`config.mk`:
```
export PLATFORM = sky130hd
export DESIGN_NAME = lru_group_cache_directory_top
export DESIGN_NICKNAME = d
export VERILOG_FILES = /design/src/lgcd_pkg.sv /design/src/lgcd_ram.sv /design/src/lru_group_cache_directory_top.sv
export VERILOG_INCLUDE_DIRS = /design/src /design/src/src
export SDC_FILE = /design/constraint.sdc
export NUM_CORES = 1
export LEC_CHECK = 0
export ABC_AREA = 1
export BUFFER_PORTS_ARGS = -buffer_cell sky130_fd_sc_hd__buf_2
export CAP_MARGIN = 10
export CORE_ASPECT_RATIO = 0.7
export CORE_MARGIN = 5
export CORE_UTILIZATION = 53
export DETAILED_ROUTE_END_ITERATION = 10
export HOLD_SLACK_MARGIN = 0.08
export PLACE_DENSITY = 0.85
export SETUP_SLACK_MARGIN = 0.4
export SLEW_MARGIN = 20
export SYNTH_ARGS = -nofsm -noshare
export SYNTH_HDL_FRONTEND = slang
export SYNTH_SLANG_ARGS = --single-unit
export TNS_END_PERCENT = 10
```
`constraint.sdc`:
```
create_clock -name clk -period 15.3 [get_ports clk]
set_input_delay 4.59 -clock clk [delete_from_list [all_inputs] [get_ports clk]]
set_output_delay 4.59 -clock clk [all_outputs]
set_load 0.005 [all_outputs]
```
`src/lru_group_cache_directory_top_defines.svh`:
```
// Assertion macros shared by the cache directory RTL.
`ifndef LRU_GROUP_CACHE_DIRECTORY_TOP_DEFINES_SVH
`define LRU_GROUP_CACHE_DIRECTORY_TOP_DEFINES_SVH

// Same-cycle implication, off while reset is asserted.
`define LGCD_ASSERT_IMPLY(label, clk, rst_n, ante, cons, msg) \
  label: assert property (@(posedge clk) disable iff (!rst_n) (ante) |-> (cons)) \
    else $error(msg);

// Next-cycle implication, off while reset is asserted.
`define LGCD_ASSERT_NEXT(label, clk, rst_n, ante, cons, msg) \
  label: assert property (@(posedge clk) disable iff (!rst_n) (ante) |=> (cons)) \
    else $error(msg);

`endif

```
`src/lgcd_pkg.sv`:
```
// Types, codes and defaults shared by the cache directory RTL.
`timescale 1ns / 1ps
`default_nettype none
package lgcd_pkg;

  localparam int SLOTS_DEF    = 8;
  localparam int TAG_BITS_DEF = 20;

  localparam int ID_W     = 20;
  localparam int LIMIT_W  = 21;
  localparam int STATUS_W = 2;
  localparam int SLOT_W   = 3;
  localparam int COUNT_W  = 4;
  localparam int TOTAL_W  = 32;
  localparam int APB_W    = 32;
  localparam int PADDR_W  = 3;

  // Register index, taken from paddr[2].
  localparam logic REG_GROUP_LIMIT = 1'b0;

  // Result status codes.
  localparam logic [STATUS_W-1:0] ST_HIT     = 2'd0;
  localparam logic [STATUS_W-1:0] ST_FILL    = 2'd1;
  localparam logic [STATUS_W-1:0] ST_FAIL    = 2'd2;
  localparam logic [STATUS_W-1:0] ST_INVALID = 2'd3;

  typedef struct packed {
    logic [ID_W-1:0] group_id;
    logic            fetch_ok;
  } in_item_t;

  typedef struct packed {
    logic [STATUS_W-1:0] status;
    logic [SLOT_W-1:0]   slot;
    logic                evicted;
    logic [ID_W-1:0]     evicted_group;
    logic [COUNT_W-1:0]  resident_count;
    logic [TOTAL_W-1:0]  hit_total;
    logic [TOTAL_W-1:0]  miss_total;
    logic [TOTAL_W-1:0]  build_total;
    logic [TOTAL_W-1:0]  evict_total;
  } out_item_t;

endpackage
`default_nettype wire

```
`src/lgcd_ram.sv`:
```
// Generic single-port-write RAM with one registered read port.
`timescale 1ns / 1ps
`default_nettype none
module lgcd_ram #(
  parameter int WIDTH = 8,
  parameter int DEPTH = 8
) (
  input  wire logic                                    clk,
  input  wire logic                                    we,
  input  wire logic [((DEPTH > 1) ? $clog2(DEPTH) : 1)-1:0] waddr,
  input  wire logic [WIDTH-1:0]                        wdata,
  input  wire logic [((DEPTH > 1) ? $clog2(DEPTH) : 1)-1:0] raddr,
  output logic      [WIDTH-1:0]                        rdata
);

  logic [WIDTH-1:0] mem [DEPTH];

  always_ff @(posedge clk) begin
    if (we) begin
      mem[waddr] <= wdata;
    end
    rdata <= mem[raddr];
  end

endmodule
`default_nettype wire

```
`src/lru_group_cache_directory_top.sv`:
```
// Top level of the fully associative LRU directory for cached data groups.
// Requests are taken one at a time: a shared tag/rank compare walks the slot RAMs,
//   with a read and a compare step per slot for lookup and a read and a write step
//   per slot for the recency update.
// Reset (rst_n low, synchronous): directory empty, counters and group_limit zero.
// Slot tag and rank RAMs need no clearing: only slots below the fill count are read.
`timescale 1ns / 1ps
`default_nettype none
`include "lru_group_cache_directory_top_defines.svh"
module lru_group_cache_directory_top #(
  parameter int SLOTS    = lgcd_pkg::SLOTS_DEF,
  parameter int TAG_BITS = lgcd_pkg::TAG_BITS_DEF
) (
  input  wire logic                         clk,
  input  wire logic                         rst_n,
  // Request channel
  input  wire logic                         in_valid,
  output logic                              in_ready,
  input  wire lgcd_pkg::in_item_t           in_data,
  // Result channel
  output logic                              out_valid,
  input  wire logic                         out_ready,
  output lgcd_pkg::out_item_t               out_data,
  // Configuration port
  input  wire logic                         psel,
  input  wire logic                         penable,
  input  wire logic                         pwrite,
  input  wire logic [lgcd_pkg::PADDR_W-1:0] paddr,
  input  wire logic [lgcd_pkg::APB_W-1:0]   pwdata,
  output logic      [lgcd_pkg::APB_W-1:0]   prdata,
  output logic                              pready
);

  localparam int IDX_W = (SLOTS > 1) ? $clog2(SLOTS) : 1;  // slot address / rank
  localparam int CNT_W = $clog2(SLOTS + 1);                // fill count, 0..SLOTS

  // Sequencer states
  localparam logic [2:0] S_IDLE     = 3'd0;
  localparam logic [2:0] S_SCAN_RD  = 3'd1;
  localparam logic [2:0] S_SCAN_CMP = 3'd2;
  localparam logic [2:0] S_DECIDE   = 3'd3;
  localparam logic [2:0] S_TOUCH_RD = 3'd4;
  localparam logic [2:0] S_TOUCH_WR = 3'd5;
  localparam logic [2:0] S_WRITE    = 3'd6;
  localparam logic [2:0] S_RESULT   = 3'd7;

  localparam logic [lgcd_pkg::TOTAL_W-1:0] TOTAL_MAX = '1;

  // ---------------------------------------------------------------------------
  // Configuration: group_limit where paddr[2] is 0, anything else reads as zero.
  // ---------------------------------------------------------------------------
  logic [lgcd_pkg::LIMIT_W-1:0] limit_r;
  logic                         cfg_wr;

  assign pready = 1'b1;
  assign cfg_wr = psel && penable && pwrite && pready &&
                  (paddr[2] == lgcd_pkg::REG_GROUP_LIMIT);

  always_ff @(posedge clk) begin
    if (!rst_n) begin
      limit_r <= '0;
    end else if (cfg_wr) begin
      limit_r <= pwdata[lgcd_pkg::LIMIT_W-1:0];
    end
  end

  always_comb begin
    prdata = '0;
    if (paddr[2] == lgcd_pkg::REG_GROUP_LIMIT) begin
      prdata = lgcd_pkg::APB_W'(limit_r);
    end
  end

  // ---------------------------------------------------------------------------
  // Sequencer and datapath registers
  // ---------------------------------------------------------------------------
  logic [2:0]                         state_r, state_nxt;
  logic [CNT_W-1:0]                   idx_r, idx_nxt;      // slot walker
  logic [CNT_W-1:0]                   occ_r, occ_nxt;      // resident groups
  logic [lgcd_pkg::TOTAL_W-1:0]       hits_r, hits_nxt;
  logic [lgcd_pkg::TOTAL_W-1:0]       misses_r, misses_nxt;
  logic [lgcd_pkg::TOTAL_W-1:0]       builds_r, builds_nxt;
  logic [lgcd_pkg::TOTAL_W-1:0]       evicts_r, evicts_nxt;
  logic                               out_valid_r, out_valid_nxt;
  lgcd_pkg::out_item_t                out_data_r, out_data_nxt;

  // Per-request working registers (payload, no reset)
  logic [lgcd_pkg::ID_W-1:0]          id_r, id_nxt;
  logic                               ok_r, ok_nxt;
  logic                               found_r, found_nxt;
  logic [IDX_W-1:0]                   hit_slot_r, hit_slot_nxt;
  logic [IDX_W-1:0]                   hit_rank_r, hit_rank_nxt;
  logic [IDX_W-1:0]                   lru_slot_r, lru_slot_nxt;
  logic [TAG_BITS-1:0]                lru_tag_r, lru_tag_nxt;
  logic [IDX_W-1:0]                   slot_r, slot_nxt;
  logic [CNT_W-1:0]                   below_r, below_nxt;
  logic [lgcd_pkg::STATUS_W-1:0]      status_r, status_nxt;
  logic                               evicted_r, evicted_nxt;

  // Slot RAM ports
  logic [TAG_BITS-1:0] tag_rdata, tag_wdata;
  logic [IDX_W-1:0]    rank_rdata, rank_wdata;
  logic                tag_we, rank_we;
  logic [IDX_W-1:0]    tag_waddr, rank_waddr, ram_raddr;

  // Shared compare unit: one slot's tag and rank each step
  logic [TAG_BITS-1:0] req_tag;
  logic                tag_match;
  logic                rank_is_lru;
  logic                rank_young;
  logic [CNT_W-1:0]    idx_inc;
  logic                idx_more;
  logic                full;
  logic [31:0]         slot_wide;
  logic [31:0]         occ_wide;

  assign req_tag     = TAG_BITS'(id_r);
  assign tag_match   = (tag_rdata == req_tag);
  assign rank_is_lru = (rank_rdata == IDX_W'(SLOTS - 1));
  assign rank_young  = (CNT_W'(rank_rdata) < below_r);
  assign idx_inc     = idx_r + CNT_W'(1);
  assign idx_more    = (idx_inc < occ_r);
  assign full        = (occ_r == CNT_W'(SLOTS));
  assign ram_raddr   = idx_r[IDX_W-1:0];
  assign slot_wide   = 32'(slot_r);
  assign occ_wide    = 32'(occ_r);

  assign in_ready  = (state_r == S_IDLE);
  assign out_valid = out_valid_r;
  assign out_data  = out_data_r;

  always_comb begin
    state_nxt     = state_r;
    idx_nxt       = idx_r;
    occ_nxt       = occ_r;
    hits_nxt      = hits_r;
    misses_nxt    = misses_r;
    builds_nxt    = builds_r;
    evicts_nxt    = evicts_r;
    out_valid_nxt = out_valid_r;
    out_data_nxt  = out_data_r;
    id_nxt        = id_r;
    ok_nxt        = ok_r;
    found_nxt     = found_r;
    hit_slot_nxt  = hit_slot_r;
    hit_rank_nxt  = hit_rank_r;
    lru_slot_nxt  = lru_slot_r;
    lru_tag_nxt   = lru_tag_r;
    slot_nxt      = slot_r;
    below_nxt     = below_r;
    status_nxt    = status_r;
    evicted_nxt   = evicted_r;
    tag_we        = 1'b0;
    tag_waddr     = slot_r;
    tag_wdata     = req_tag;
    rank_we       = 1'b0;
    rank_waddr    = idx_r[IDX_W-1:0];
    rank_wdata    = rank_rdata + IDX_W'(1);

    // Drop the result once the consumer takes the beat.
    if (out_valid_r && out_ready) begin
      out_valid_nxt = 1'b0;
    end

    case (state_r)
      S_IDLE: begin
        if (in_valid) begin
          id_nxt      = in_data.group_id;
          ok_nxt      = in_data.fetch_ok;
          found_nxt   = 1'b0;
          evicted_nxt = 1'b0;
          slot_nxt    = '0;
          idx_nxt     = '0;
          state_nxt   = (occ_r == '0) ? S_DECIDE : S_SCAN_RD;
        end
      end
      S_SCAN_RD: begin
        state_nxt = S_SCAN_CMP;
      end
      S_SCAN_CMP: begin
        // First matching slot wins; also note the least recent slot.
        if (!found_r && tag_match) begin
          found_nxt    = 1'b1;
          hit_slot_nxt = idx_r[IDX_W-1:0];
          hit_rank_nxt = rank_rdata;
        end
        if (rank_is_lru) begin
          lru_slot_nxt = idx_r[IDX_W-1:0];
          lru_tag_nxt  = tag_rdata;
        end
        if (idx_more) begin
          idx_nxt   = idx_inc;
          state_nxt = S_SCAN_RD;
        end else begin
          state_nxt = S_DECIDE;
        end
      end
      S_DECIDE: begin
        idx_nxt = '0;
        if (found_r) begin
          hits_nxt   = (hits_r == TOTAL_MAX) ? hits_r : hits_r + 1'b1;
          status_nxt = lgcd_pkg::ST_HIT;
          slot_nxt   = hit_slot_r;
          below_nxt  = CNT_W'(hit_rank_r);
          state_nxt  = S_TOUCH_RD;
        end else begin
          misses_nxt = (misses_r == TOTAL_MAX) ? misses_r : misses_r + 1'b1;
          if ({1'b0, id_r} >= limit_r) begin
            status_nxt = lgcd_pkg::ST_INVALID;
            state_nxt  = S_RESULT;
          end else if (!ok_r) begin
            status_nxt = lgcd_pkg::ST_FAIL;
            state_nxt  = S_RESULT;
          end else begin
            builds_nxt = (builds_r == TOTAL_MAX) ? builds_r : builds_r + 1'b1;
            status_nxt = lgcd_pkg::ST_FILL;
            below_nxt  = CNT_W'(SLOTS);
            if (full) begin
              slot_nxt    = lru_slot_r;
              evicted_nxt = 1'b1;
              evicts_nxt  = (evicts_r == TOTAL_MAX) ? evicts_r : evicts_r + 1'b1;
              state_nxt   = S_TOUCH_RD;
            end else begin
              slot_nxt  = occ_r[IDX_W-1:0];
              state_nxt = (occ_r == '0) ? S_WRITE : S_TOUCH_RD;
            end
          end
        end
      end
      S_TOUCH_RD: begin
        state_nxt = S_TOUCH_WR;
      end
      S_TOUCH_WR: begin
        // Age every resident entry younger than the touched one.
        rank_we = rank_young;
        if (idx_more) begin
          idx_nxt   = idx_inc;
          state_nxt = S_TOUCH_RD;
        end else begin
          state_nxt = S_WRITE;
        end
      end
      S_WRITE: begin
        // Touched slot becomes most recent; a fill also lands its tag.
        rank_we    = 1'b1;
        rank_waddr = slot_r;
        rank_wdata = '0;
        if (status_r == lgcd_pkg::ST_FILL) begin
          tag_we = 1'b1;
          if (!evicted_r) begin
            occ_nxt = occ_r + CNT_W'(1);
          end
        end
        state_nxt = S_RESULT;
      end
      S_RESULT: begin
        // Hold until the output register is free.
        if (!out_valid_r || out_ready) begin
          out_valid_nxt                 = 1'b1;
          out_data_nxt.status           = status_r;
          out_data_nxt.slot             = slot_wide[lgcd_pkg::SLOT_W-1:0];
          out_data_nxt.evicted          = evicted_r;
          out_data_nxt.evicted_group    = evicted_r ? lgcd_pkg::ID_W'(lru_tag_r) : '0;
          out_data_nxt.resident_count   = occ_wide[lgcd_pkg::COUNT_W-1:0];
          out_data_nxt.hit_total        = hits_r;
          out_data_nxt.miss_total       = misses_r;
          out_data_nxt.build_total      = builds_r;
          out_data_nxt.evict_total      = evicts_r;
          state_nxt                     = S_IDLE;
        end
      end
      default: begin
        state_nxt = S_IDLE;
      end
    endcase
  end

  always_ff @(posedge clk) begin
    if (!rst_n) begin
      state_r     <= S_IDLE;
      idx_r       <= '0;
      occ_r       <= '0;
      hits_r      <= '0;
      misses_r    <= '0;
      builds_r    <= '0;
      evicts_r    <= '0;
      out_valid_r <= 1'b0;
    end else begin
      state_r     <= state_nxt;
      idx_r       <= idx_nxt;
      occ_r       <= occ_nxt;
      hits_r      <= hits_nxt;
      misses_r    <= misses_nxt;
      builds_r    <= builds_nxt;
      evicts_r    <= evicts_nxt;
      out_valid_r <= out_valid_nxt;
    end
  end

  always_ff @(posedge clk) begin
    out_data_r <= out_data_nxt;
    id_r       <= id_nxt;
    ok_r       <= ok_nxt;
    found_r    <= found_nxt;
    hit_slot_r <= hit_slot_nxt;
    hit_rank_r <= hit_rank_nxt;
    lru_slot_r <= lru_slot_nxt;
    lru_tag_r  <= lru_tag_nxt;
    slot_r     <= slot_nxt;
    below_r    <= below_nxt;
    status_r   <= status_nxt;
    evicted_r  <= evicted_nxt;
  end

  // ---------------------------------------------------------------------------
  // Slot storage
  // ---------------------------------------------------------------------------
  lgcd_ram #(
    .WIDTH (TAG_BITS),
    .DEPTH (SLOTS)
  ) u_tag_ram (
    .clk   (clk),
    .we    (tag_we),
    .waddr (tag_waddr),
    .wdata (tag_wdata),
    .raddr (ram_raddr),
    .rdata (tag_rdata)
  );

  lgcd_ram #(
    .WIDTH (IDX_W),
    .DEPTH (SLOTS)
  ) u_rank_ram (
    .clk   (clk),
    .we    (rank_we),
    .waddr (rank_waddr),
    .wdata (rank_wdata),
    .raddr (ram_raddr),
    .rdata (rank_rdata)
  );

  // ---------------------------------------------------------------------------
  // Assertions
  // ---------------------------------------------------------------------------
  `LGCD_ASSERT_IMPLY(a_occ_bound, clk, rst_n, 1'b1, occ_r <= CNT_W'(SLOTS),
    "fill count above slot count")
  `LGCD_ASSERT_IMPLY(a_walk_in_range, clk, rst_n,
    (state_r == S_SCAN_RD) || (state_r == S_TOUCH_RD), idx_r < occ_r,
    "slot walker beyond resident entries")
  `LGCD_ASSERT_IMPLY(a_evict_when_full, clk, rst_n,
    out_valid_r && out_data_r.evicted, full,
    "eviction reported while free slots remain")
  `LGCD_ASSERT_NEXT(a_occ_step, clk, rst_n, state_r != S_WRITE, occ_r == $past(occ_r),
    "fill count changed outside the write step")

endmodule
`default_nettype wire

```
# Word level (Yosys, flattened, before mapping)
# Memory sizes are Yosys's and may differ from the RTL's. A register that Yosys moved wholly into a read port is not among the register bits.
# Index checks and enable logic that the tools add are counted.
[classes] add_sub_neg=7 n_mul=0 bitwise=8 eq_ne=26 magnitude_cmp=3 n_reduce_logical=30 div_mod_pow=0 n_mux=46 shift=0
[op_table] op="$add A32 B1 Y32 const B" count=4
[op_table] op="$eq A32 B32 Y1 const B" count=4
[op_table] op="$mux W3" count=10
[op_table] op="$pmux W3 S8" count=1
[op_table] op="$ge A20 B21 Y1" count=1
[op_table] op="$mux W21" count=1
[op_table] op="$eq A20 B20 Y1" count=1
[op_table] op="$mux W2" count=10
[op_table] op="$reduce_and A3 Y1" count=6
[op_table] op="$mux W4" count=4
[op_table] op="$ne A2 B2 Y1 const B" count=8
[op_table] op="$eq A3 B3 Y1 const B" count=5
[op_table] op="$mux W1" count=15
[op_table] op="$pmux W4 S3" count=1
[op_table] op="$reduce_and A6 Y1" count=2
[op_table] op="$reduce_and A2 Y1" count=5
[op_table] op="$add A4 B1 Y4 const B" count=2
[op_table] op="$not A1 Y1" count=8
[op_table] op="$eq A3 B2 Y1 const B" count=2
[op_table] op="$ne A3 B3 Y1 const B" count=2
[op_table] op="$pmux W1 S2" count=3
[op_table] op="$pmux W3 S2" count=1
[op_table] op="$reduce_bool A2 Y1" count=3
[op_table] op="$logic_and A1 B1 Y1" count=5
[op_table] op="other kinds (15)" count=16
[word_totals] output_inout_bits=193 mem_bits_rw=184 ff_bits=380 latchBits=0 elab_cells=152 n_memories=2 romBits=0 inputBits=63
[memory_table] memory="u_tag_ram.mem" words=8 word_bits=20 rd=1 rd_ports_with_merged_regs=1 write_ports=1 line_no="lgcd_ram.sv:16" source="logic [WIDTH-1:0] mem [DEPTH];"
[memory_table] memory="u_rank_ram.mem" words=8 word_bits=3 rd=1 rd_ports_with_merged_regs=1 write_ports=1 line_no="lgcd_ram.sv:16"

# Logic depth before layout (Yosys ltp)
# Gate-level depths: netlist of the first run.
[logic_depth] ltp_word=7 ltp_mapped=15

# Cells and area by module
# Synthesis of the first run repeated with hierarchy kept, for this count alone.
[unflattened] cells_unflattened=2715 area_unflattened_um2=25791.0
[by_module_without_submodules] mod="lru_group_cache_directory_top" seq_area_each_um2=9799.4 cells_each=1861 area_per_inst_um2=17154.0 instances=1
[by_module_without_submodules] mod="lgcd_ram (u_tag_ram)" seq_area_each_um2=5205.0 cells_each=730 area_per_inst_um2=7459.7 instances=1
[by_module_without_submodules] mod="lgcd_ram (u_rank_ram)" seq_area_each_um2=780.7 cells_each=124 area_per_inst_um2=1177.4 instances=1

# Worst setup path before layout of the first run
# OpenSTA, ideal clock, no wires.
[synth_path] path_type="input-to-reg" from="input port out_ready" to="register out_data_r (netlist bit out_data[0]) (enable)" setup_ns=0.872 arrival_ns=15.332 path_stages=2 required_time_ns=14.428 slack_ns=-0.904 cell_sequence="nor2_1 -> nor3_1"
[synth_via] elab_chain_len=2
[synth_rtl] element="start, declared" line_no="lru_group_cache_directory_top.sv:22" source="input wire logic out_ready,"
[synth_rtl] element="$logic_or A1 B1 Y1" line_no="lru_group_cache_directory_top.sv:258" source="if (!out_valid_r || out_ready) begin"
[synth_rtl] element="$reduce_and A2 Y1 (no source line)"
[synth_rtl] element="end signal, assigned" line_no="lru_group_cache_directory_top.sv:301" source="out_data_r <= out_data_nxt;"
[synth_rtl] element="end, declared" line_no="lru_group_cache_directory_top.sv:85" source="lgcd_pkg::out_item_t out_data_r, out_data_nxt;"
# Every way passes these cells.
# A chain may end at the register's enable or synchronous reset.

# Worst setup path in the final report of the first run
[layout_path] from="input port paddr[2] in the netlist's numbering" to="output port prdata[14] in the netlist's numbering"
[layout_via] elab_chain_len=1
[layout_rtl] element="start, declared" line_no="lru_group_cache_directory_top.sv:28" source="input wire logic [lgcd_pkg::PADDR_W-1:0] paddr,"
[layout_rtl] element="$mux W21" line_no="lru_group_cache_directory_top.sv:69" source="if (paddr[2] == lgcd_pkg::REG_GROUP_LIMIT) begin"
[layout_rtl] element="end, declared" line_no="lru_group_cache_directory_top.sv:30" source="output logic [lgcd_pkg::APB_W-1:0] prdata,"
# Every way passes these cells.

==> flow_metrics.env, run 1 <==
export IMPL_rsz0062_at_grt="no"
export IMPL_startpoint_type="input pin"
export IMPL_yosysWarnings=0
export IMPL_synth_edf_count=403
export IMPL_area_growth_pct=13.9
export IMPL_slew_viol_final=0
export IMPL_chipWidth_um=269
export IMPL_yosysSeqAreaShare=0.636
export IMPL_p_per_area_nw_per_um2=127
export IMPL_crit_family="buffers and inverters"
export IMPL_synth_cells=2491
export IMPL_grt_max_degree=100
export IMPL_path_depth=3
export IMPL_setup_violations=0
export IMPL_numCtsBuffers=54
export IMPL_clock_sinks=587
export IMPL_cts_tree="built"
export IMPL_cp_endpoint="prdata[14]"
export IMPL_cts_resized=0
export IMPL_design_die_area_um2=51400
export IMPL_vias=18987
export IMPL_max_freq_ghz=0.102
export IMPL_rrSetupSlack_ns=11.39
export IMPL_cp_common_cell="buf_2"
export IMPL_slowest_delay_ns=0.34
export IMPL_status="finished clean"
export IMPL_synth_top_flop_cell="edfxtp_1"
export IMPL_top_layer="met4"
export IMPL_multiInputGateArea_um2=7850
export IMPL_rows=66
export IMPL_wl_met1_um=27000
export IMPL_die_y_um=191
export IMPL_p_total_mw=3.59
export IMPL_drt_initial_drc_count=2019
export IMPL_async_reset_ff_frac=0
export IMPL_io_buffers=230
export IMPL_drv_cap=0
export IMPL_grtUsageTotal=0.239
export IMPL_final_area_um2=28300
export IMPL_min_period_ns=9.78
export IMPL_viasPerCell=5.64
export IMPL_nFillCells=3683
export IMPL_synthDistinctLibCells=43
export IMPL_clk_pin_slew_ns=0.06
export IMPL_worst_hold_path_type="flop to flop"
export IMPL_start_util=0.535
export IMPL_critPathSlowestCell="buf_2"
export IMPL_peakVddDrop_mv=0.0819
export IMPL_fin_tns_setup_ns=0
export IMPL_regArea_um2=15800
export IMPL_clkLatencyLatePin_ns=0.61
export IMPL_p_leak_nw=10.3
export IMPL_drive_gt1_frac=0.137
export IMPL_wl_um=62900
export IMPL_worstPathRequired_ns=10.71
export IMPL_crit_start="paddr[2]"
export IMPL_grt_pass1_vias=17800
export IMPL_hpwl_um=42900
export IMPL_grt_pass1_wl_um=97600
export IMPL_reg2reg_from="id_r[3]"
export IMPL_wl_met3_um=6270
export IMPL_postCtsSetupBuffers=0
export IMPL_grt_remaining_overflow=0
export IMPL_clock_root_buffer="clkbuf_16"
export IMPL_dr_pass1_iters=6
export IMPL_hold_violations=0
export IMPL_crit_type="input pin to output pin"
export IMPL_relSlewSlack=0.269
export IMPL_hold_buffers=0
export IMPL_wl_met2_um=28200
export IMPL_antenna_found_initial=1
export IMPL_end_kind="output pin"
export IMPL_cp_data_arrival_time_ns=5.19
export IMPL_gp_congestion=0.946
export IMPL_h_tree_depth=2
export IMPL_netlist_area_um2=24800
export IMPL_drc=0
export IMPL_syn_area_per_cell_um2=9.97
export IMPL_drtAntennaViolNets=0
export IMPL_placed_area_um2=26500
export IMPL_worstPathBufferInverterCount=2
export IMPL_path_cells="buf_2 -> nor2_1 -> buf_2"
export IMPL_tightest_slew_ns=1.10
export IMPL_core_um2=46400
export IMPL_ys_ff_latch=587
export IMPL_path_max_fanout=22
export IMPL_worstRegToRegCells=11
export IMPL_fin_crit_sh=0.639
export IMPL_detail_route_wl_per_cell_um=18.7
export IMPL_cts_buffer_depth=3
export IMPL_skew_ns=0.0313
export IMPL_nets=2808
export IMPL_r2r_end="evicts_r[29]"
export IMPL_pin_count=256
[registers in the layout (all words and copies together), names as in the netlist, 20 cells and up]
name / cells
u_tag_ram.mem: 160
id_r: 20
lru_tag_r: 20
builds_r: 32
u_rank_ram.mem: 24
out_data: 158
limit_r: 21
hits_r: 32
misses_r: 32
u_tag_ram.rdata: 20
evicts_r: 32
[logic make-up (layout without fill, tap and decap cells)]
| group | count (synthesis) | count (layout) | share of synthesized area |
|---|---|---|---|
| and+or+nand+nor | 1121 | 1121 | 0.192 |
| DFF | 587 | 587 | 0.636 |
| AOI/OAI and AO/OA | 370 | 370 | 0.0798 |
| buffers and inverters | 309 | 564 | 0.0514 |
| xor gates and xnor gates | 68 | 68 | 0.0240 |
| adders and majority gates | 34 | 34 | 0.0171 |
| other | 2 | 13 | 0.000302 |
[worst reg2reg max path, delay by kind of cell (launching register included)]
kind / cells / cell delay [ns]
compound gates: 1 / 0.09
fa+ha+maj: 1 / 0.43
buf+inv: 1 / 0.05
flops: 1 / 0.61
simple gates: 8 / 2.59
[synthesized netlist by cell type (all sizes together) (3+ instances only)]
master / n / area share
dfxtp: 184 / 0.15
a21oi: 143 / 0.029
clkbuf: 59 / 0.0089
a22oi: 3 / 0.00091
inv: 208 / 0.031
edfxtp: 403 / 0.49
a31oi: 31 / 0.0078
nor3: 72 / 0.015
o21ai: 148 / 0.030
nand3b: 8 / 0.0024
nor4: 12 / 0.0030
xor2: 43 / 0.015
xnor2: 25 / 0.0088
nor3b: 8 / 0.0024
a211oi: 8 / 0.0024
o22ai: 28 / 0.0071
buf: 40 / 0.011
nand3: 78 / 0.016
nand4: 67 / 0.017
ha: 34 / 0.017
nand2: 471 / 0.072
and3: 3 / 0.00076
nor2: 399 / 0.062
o21a: 6 / 0.0018
[where the power goes]
group / switching [mW] / internal (mW)
clock network: 0.585 / 0.757
registers: 0.0730 / 1.78
logic: 0.279 / 0.113
[stage by stage]
stage	instances	setup WS, ns	hold WS (ns)	util
after floorplan	2501	4.00	0.403	-
after global placement	3267	5.59	0.423	0.571
after detailed placement	3267	5.53	0.422	0.571
after CTS	3368	5.52	0.438	0.610
after global routing	3369	5.46	0.451	0.610
final	3369	5.52	0.433	0.610
[cell type report]
class                           instances  share of cell area
Antenna cell                            1           0.0000884
Clock buffer                           76              0.0543
Clock inverter                         25             0.00844
Inverter                              210              0.0279
Multi-Input combinational cell       1605               0.278
Sequential cell                       587               0.558
Tap cell                              612              0.0271
Timing Repair Buffer                  253              0.0468
[layout by cell type, fill, tap and decap left out, types with 25 or more instances in the layout]
master	count
nand2_1	464
edfxtp_1	403
nor2_1	386
buf_2	230
inv_1	198
dfxtp_1	183
o21ai_0	147
a21oi_1	142
nand3_1	75
nand4_1	66
nor3_1	63
clkbuf_16	57
xor2_1	43
ha_1	34
a31oi_1	31
o22ai_1	28
xnor2_1	25
[per-layer routing]
| layer | global-route usage | vias up |
|---|---|---|
| li1 | - | 8926 |
| met1 | 0.358 | 8958 |
| met2 | 0.364 | 994 |
| met3 | 0.0463 | 109 |
| met4 | 0.0605 | 0 |
| met5 | 0 | - |
[how the worst min path moves through the flow]
stage,from,endpoint,cells past startpoint
after floorplan,builds_r[5],out_data[37],0
after global placement,u_tag_ram.rdata[6],lru_tag_r[6],0
after detailed placement,u_tag_ram.rdata[3],lru_tag_r[3],0
after CTS,u_tag_ram.rdata[6],lru_tag_r[6],0
after global routing,u_tag_ram.rdata[3],lru_tag_r[3],0
final,u_tag_ram.rdata[6],lru_tag_r[6],0
(Power assumes the default switching activity.)
==> inputs of run 2 (changes only) <==
--- a/config.mk
+++ b/config.mk
@@ -6,15 +6,15 @@
 export SDC_FILE = /design/constraint.sdc
 export NUM_CORES = 1
 export LEC_CHECK = 0
-export ABC_AREA = 1
+export ABC_AREA = 0
 export BUFFER_PORTS_ARGS = -buffer_cell sky130_fd_sc_hd__buf_2
 export CAP_MARGIN = 10
 export CORE_ASPECT_RATIO = 0.7
 export CORE_MARGIN = 5
-export CORE_UTILIZATION = 53
+export CORE_UTILIZATION = 58
 export DETAILED_ROUTE_END_ITERATION = 10
 export HOLD_SLACK_MARGIN = 0.08
-export PLACE_DENSITY = 0.85
+export PLACE_DENSITY = 0.88
 export SETUP_SLACK_MARGIN = 0.4
 export SLEW_MARGIN = 20
 export SYNTH_ARGS = -nofsm -noshare
==> constraint.sdc (replaced) <==
create_clock -name clk -period 9.8 [get_ports clk]
set_input_delay 2.94 -clock clk [delete_from_list [all_inputs] [get_ports clk]]
set_output_delay 2.94 -clock clk [all_outputs]
set_load 0.005 [all_outputs]
==> flow_metrics.env, run 2 <==
export IMPL_postCtsSetupBuffers=0
export IMPL_postLayoutCoreUtil=0.670
export IMPL_drv_cap=0
export IMPL_path_max_fanout=23
export IMPL_synth_top_flop_cell="edfxtp_1"
export IMPL_clk_pin_slew_ns=0.06
export IMPL_wl_um=55500
export IMPL_grt_pass1_vias=15376
export IMPL_final_cell_mix="403 x edfxtp_1, 230 x buf_2, 203 x nand2_1"
export IMPL_h_tree_depth=2
export IMPL_rrSetupSlack_ns=6.16
export IMPL_relSlewSlack=0.275
export IMPL_syn_area_per_cell_um2=13.1
export IMPL_p_leak_nw=9.02
export IMPL_skew_ns=0.0255
export IMPL_numCtsBuffers=51
export IMPL_end_kind="output pin"
export IMPL_hold_buffers=0
export IMPL_ys_ff_latch=587
export IMPL_mostFrequentLayoutCell="edfxtp_1"
export IMPL_grtUsageTotal=0.241
export IMPL_die_y_um=179
export IMPL_placed_area_um2=25100
export IMPL_cts_buffer_depth=3
export IMPL_worstPathRequired_ns=6.86
export IMPL_gp_congestion=0.885
export IMPL_drc=0
export IMPL_tightest_slew_ns=1.08
export IMPL_detail_route_wl_per_cell_um=21.3
export IMPL_max_freq_ghz=0.153
export IMPL_fin_crit_sh=0.666
export IMPL_grt_pass1_wl_um=85300
export IMPL_yosysSeqAreaShare=0.670
export IMPL_worst_hold_path_type="flop to flop"
export IMPL_slew_viol_final=0
export IMPL_netlist_area_um2=23500
export IMPL_synthDistinctLibCells=70
export IMPL_grt_remaining_overflow=0
export IMPL_yosysWarnings=0
export IMPL_synth_top_cells_by_count="403 x edfxtp_1, 203 x nand2_1, 184 x dfxtp_1"
export IMPL_status="finished clean"
export IMPL_cts_resized=0
export IMPL_largest_reg_flops=160
export IMPL_drive_gt1_frac=0.191
export IMPL_grt_max_degree=94
export IMPL_core_um2=39900
export IMPL_drt_initial_drc_count=1445
export IMPL_drtAntennaViolNets=0
export IMPL_io_buffers=230
export IMPL_largest_register="u_tag_ram.mem"
export IMPL_crit_type="input pin to output pin"
export IMPL_cp_data_arrival_time_ns=3.59
export IMPL_design_die_area_um2=44800
export IMPL_startpoint_type="input pin"
export IMPL_cp_common_cell="buf_2"
export IMPL_hpwl_um=36100
export IMPL_yosys_area_top_type="edfxtp_1"
export IMPL_worstPathBufferInverterCount=2
export IMPL_synth_top_cell_area_share=0.514
export IMPL_fin_tns_setup_ns=0
export IMPL_min_period_ns=6.53
export IMPL_slowest_delay_ns=0.36
export IMPL_p_per_area_nw_per_um2=183
export IMPL_hold_violations=0
export IMPL_cts_tree="built"
export IMPL_synth_edf_count=403
export IMPL_start_util=0.590
export IMPL_async_reset_ff_frac=0
export IMPL_critPathSlowestCell="buf_2"
export IMPL_final_area_um2=26800
export IMPL_viasPerCell=6.04
export IMPL_crit_family="buffers and inverters"
export IMPL_rows=61
export IMPL_clkLatencyLatePin_ns=0.60
export IMPL_synth_cells=1804
export IMPL_pin_count=256
export IMPL_vias=15749
export IMPL_rsz0062_at_grt="no"
export IMPL_synthTopCellsByArea="edfxtp_1 51%, dfxtp_1 16%, mux4_2 4.4%, nand2_1 3.2%, a21oi_1 2.1%"
export IMPL_setup_violations=0
export IMPL_chipWidth_um=251
export IMPL_clock_sinks=587
export IMPL_path_cells="buf_2 -> nor2_1 -> buf_2"
export IMPL_antenna_found_initial=5
export IMPL_yosysMostFrequentCell="edfxtp_1"
export IMPL_peakVddDrop_mv=0.131
export IMPL_nets=2123
export IMPL_area_growth_pct=13.6
export IMPL_dr_pass1_iters=6
export IMPL_clock_root_buffer="clkbuf_16"
-- run 2: path summary, 6_finish.rpt --
path	depth (start not counted)	startpoint	to
setup / recovery	3	paddr[2]	prdata[9]
hold / removal	0	u_tag_ram.rdata[2]	lru_tag_r[2]
setup reg to reg	9	id_r[0]	slot_r[2]
hold reg to reg	0	u_tag_ram.rdata[2]	lru_tag_r[2]
-- run 2: where the power goes --
part / internal, mW / total [mW] / switching [mW]
registers: 2.69 / 2.75 / 0.0595
clock network: 1.02 / 1.89 / 0.874
logic: 0.0945 / 0.251 / 0.157
-- run 2: final cells by class --
type	count	area (um2)
flip-flops and latches	587	15800
repair buffers	252	1340
clock inverters	20	139
inverters	54	205
well taps	535	669
fillers	2647	13200
diodes	3	7.51
multi-input cells	1080	7190
clock buffers	75	1430
-- run 2: cells by family (layout without fill, tap and decap cells) --
kind of cell / Yosys count / after routing / synth area share
and+or+nand+nor: 680 / 680 / 0.149
DFF: 587 / 587 / 0.670
xor gates and xnor gates: 69 / 69 / 0.0257
adders and majority gates: 34 / 34 / 0.0181
other: 2 / 15 / 0.000319
AOI/OAI and AO/OA: 219 / 219 / 0.0569
buffers and inverters: 147 / 401 / 0.0273
muxes: 66 / 66 / 0.0525
-- run 2: per-layer routing --
metal  vias to the layer above  share of wire  global-route usage
li1                       7153              -                   -
met1                      7652           0.40               0.331
met2                       812           0.48               0.399
met3                       130          0.086              0.0447
met4                         2          0.030              0.0759
met5                         -        0.00023                   0
-- run 2: per-stage QoR --
step                      worst slack [ns]  hold slack (ns)  power (mW)  instances
after floorplan                       2.11            0.428        2.96       1814
after global placement                3.39            0.437        3.03       2507
after detailed placement              3.30            0.439        3.05       2507
after CTS                             3.30            0.447        4.91       2602
after global routing                  3.23            0.467        5.07       2606
final                                 3.27            0.453        4.90       2606
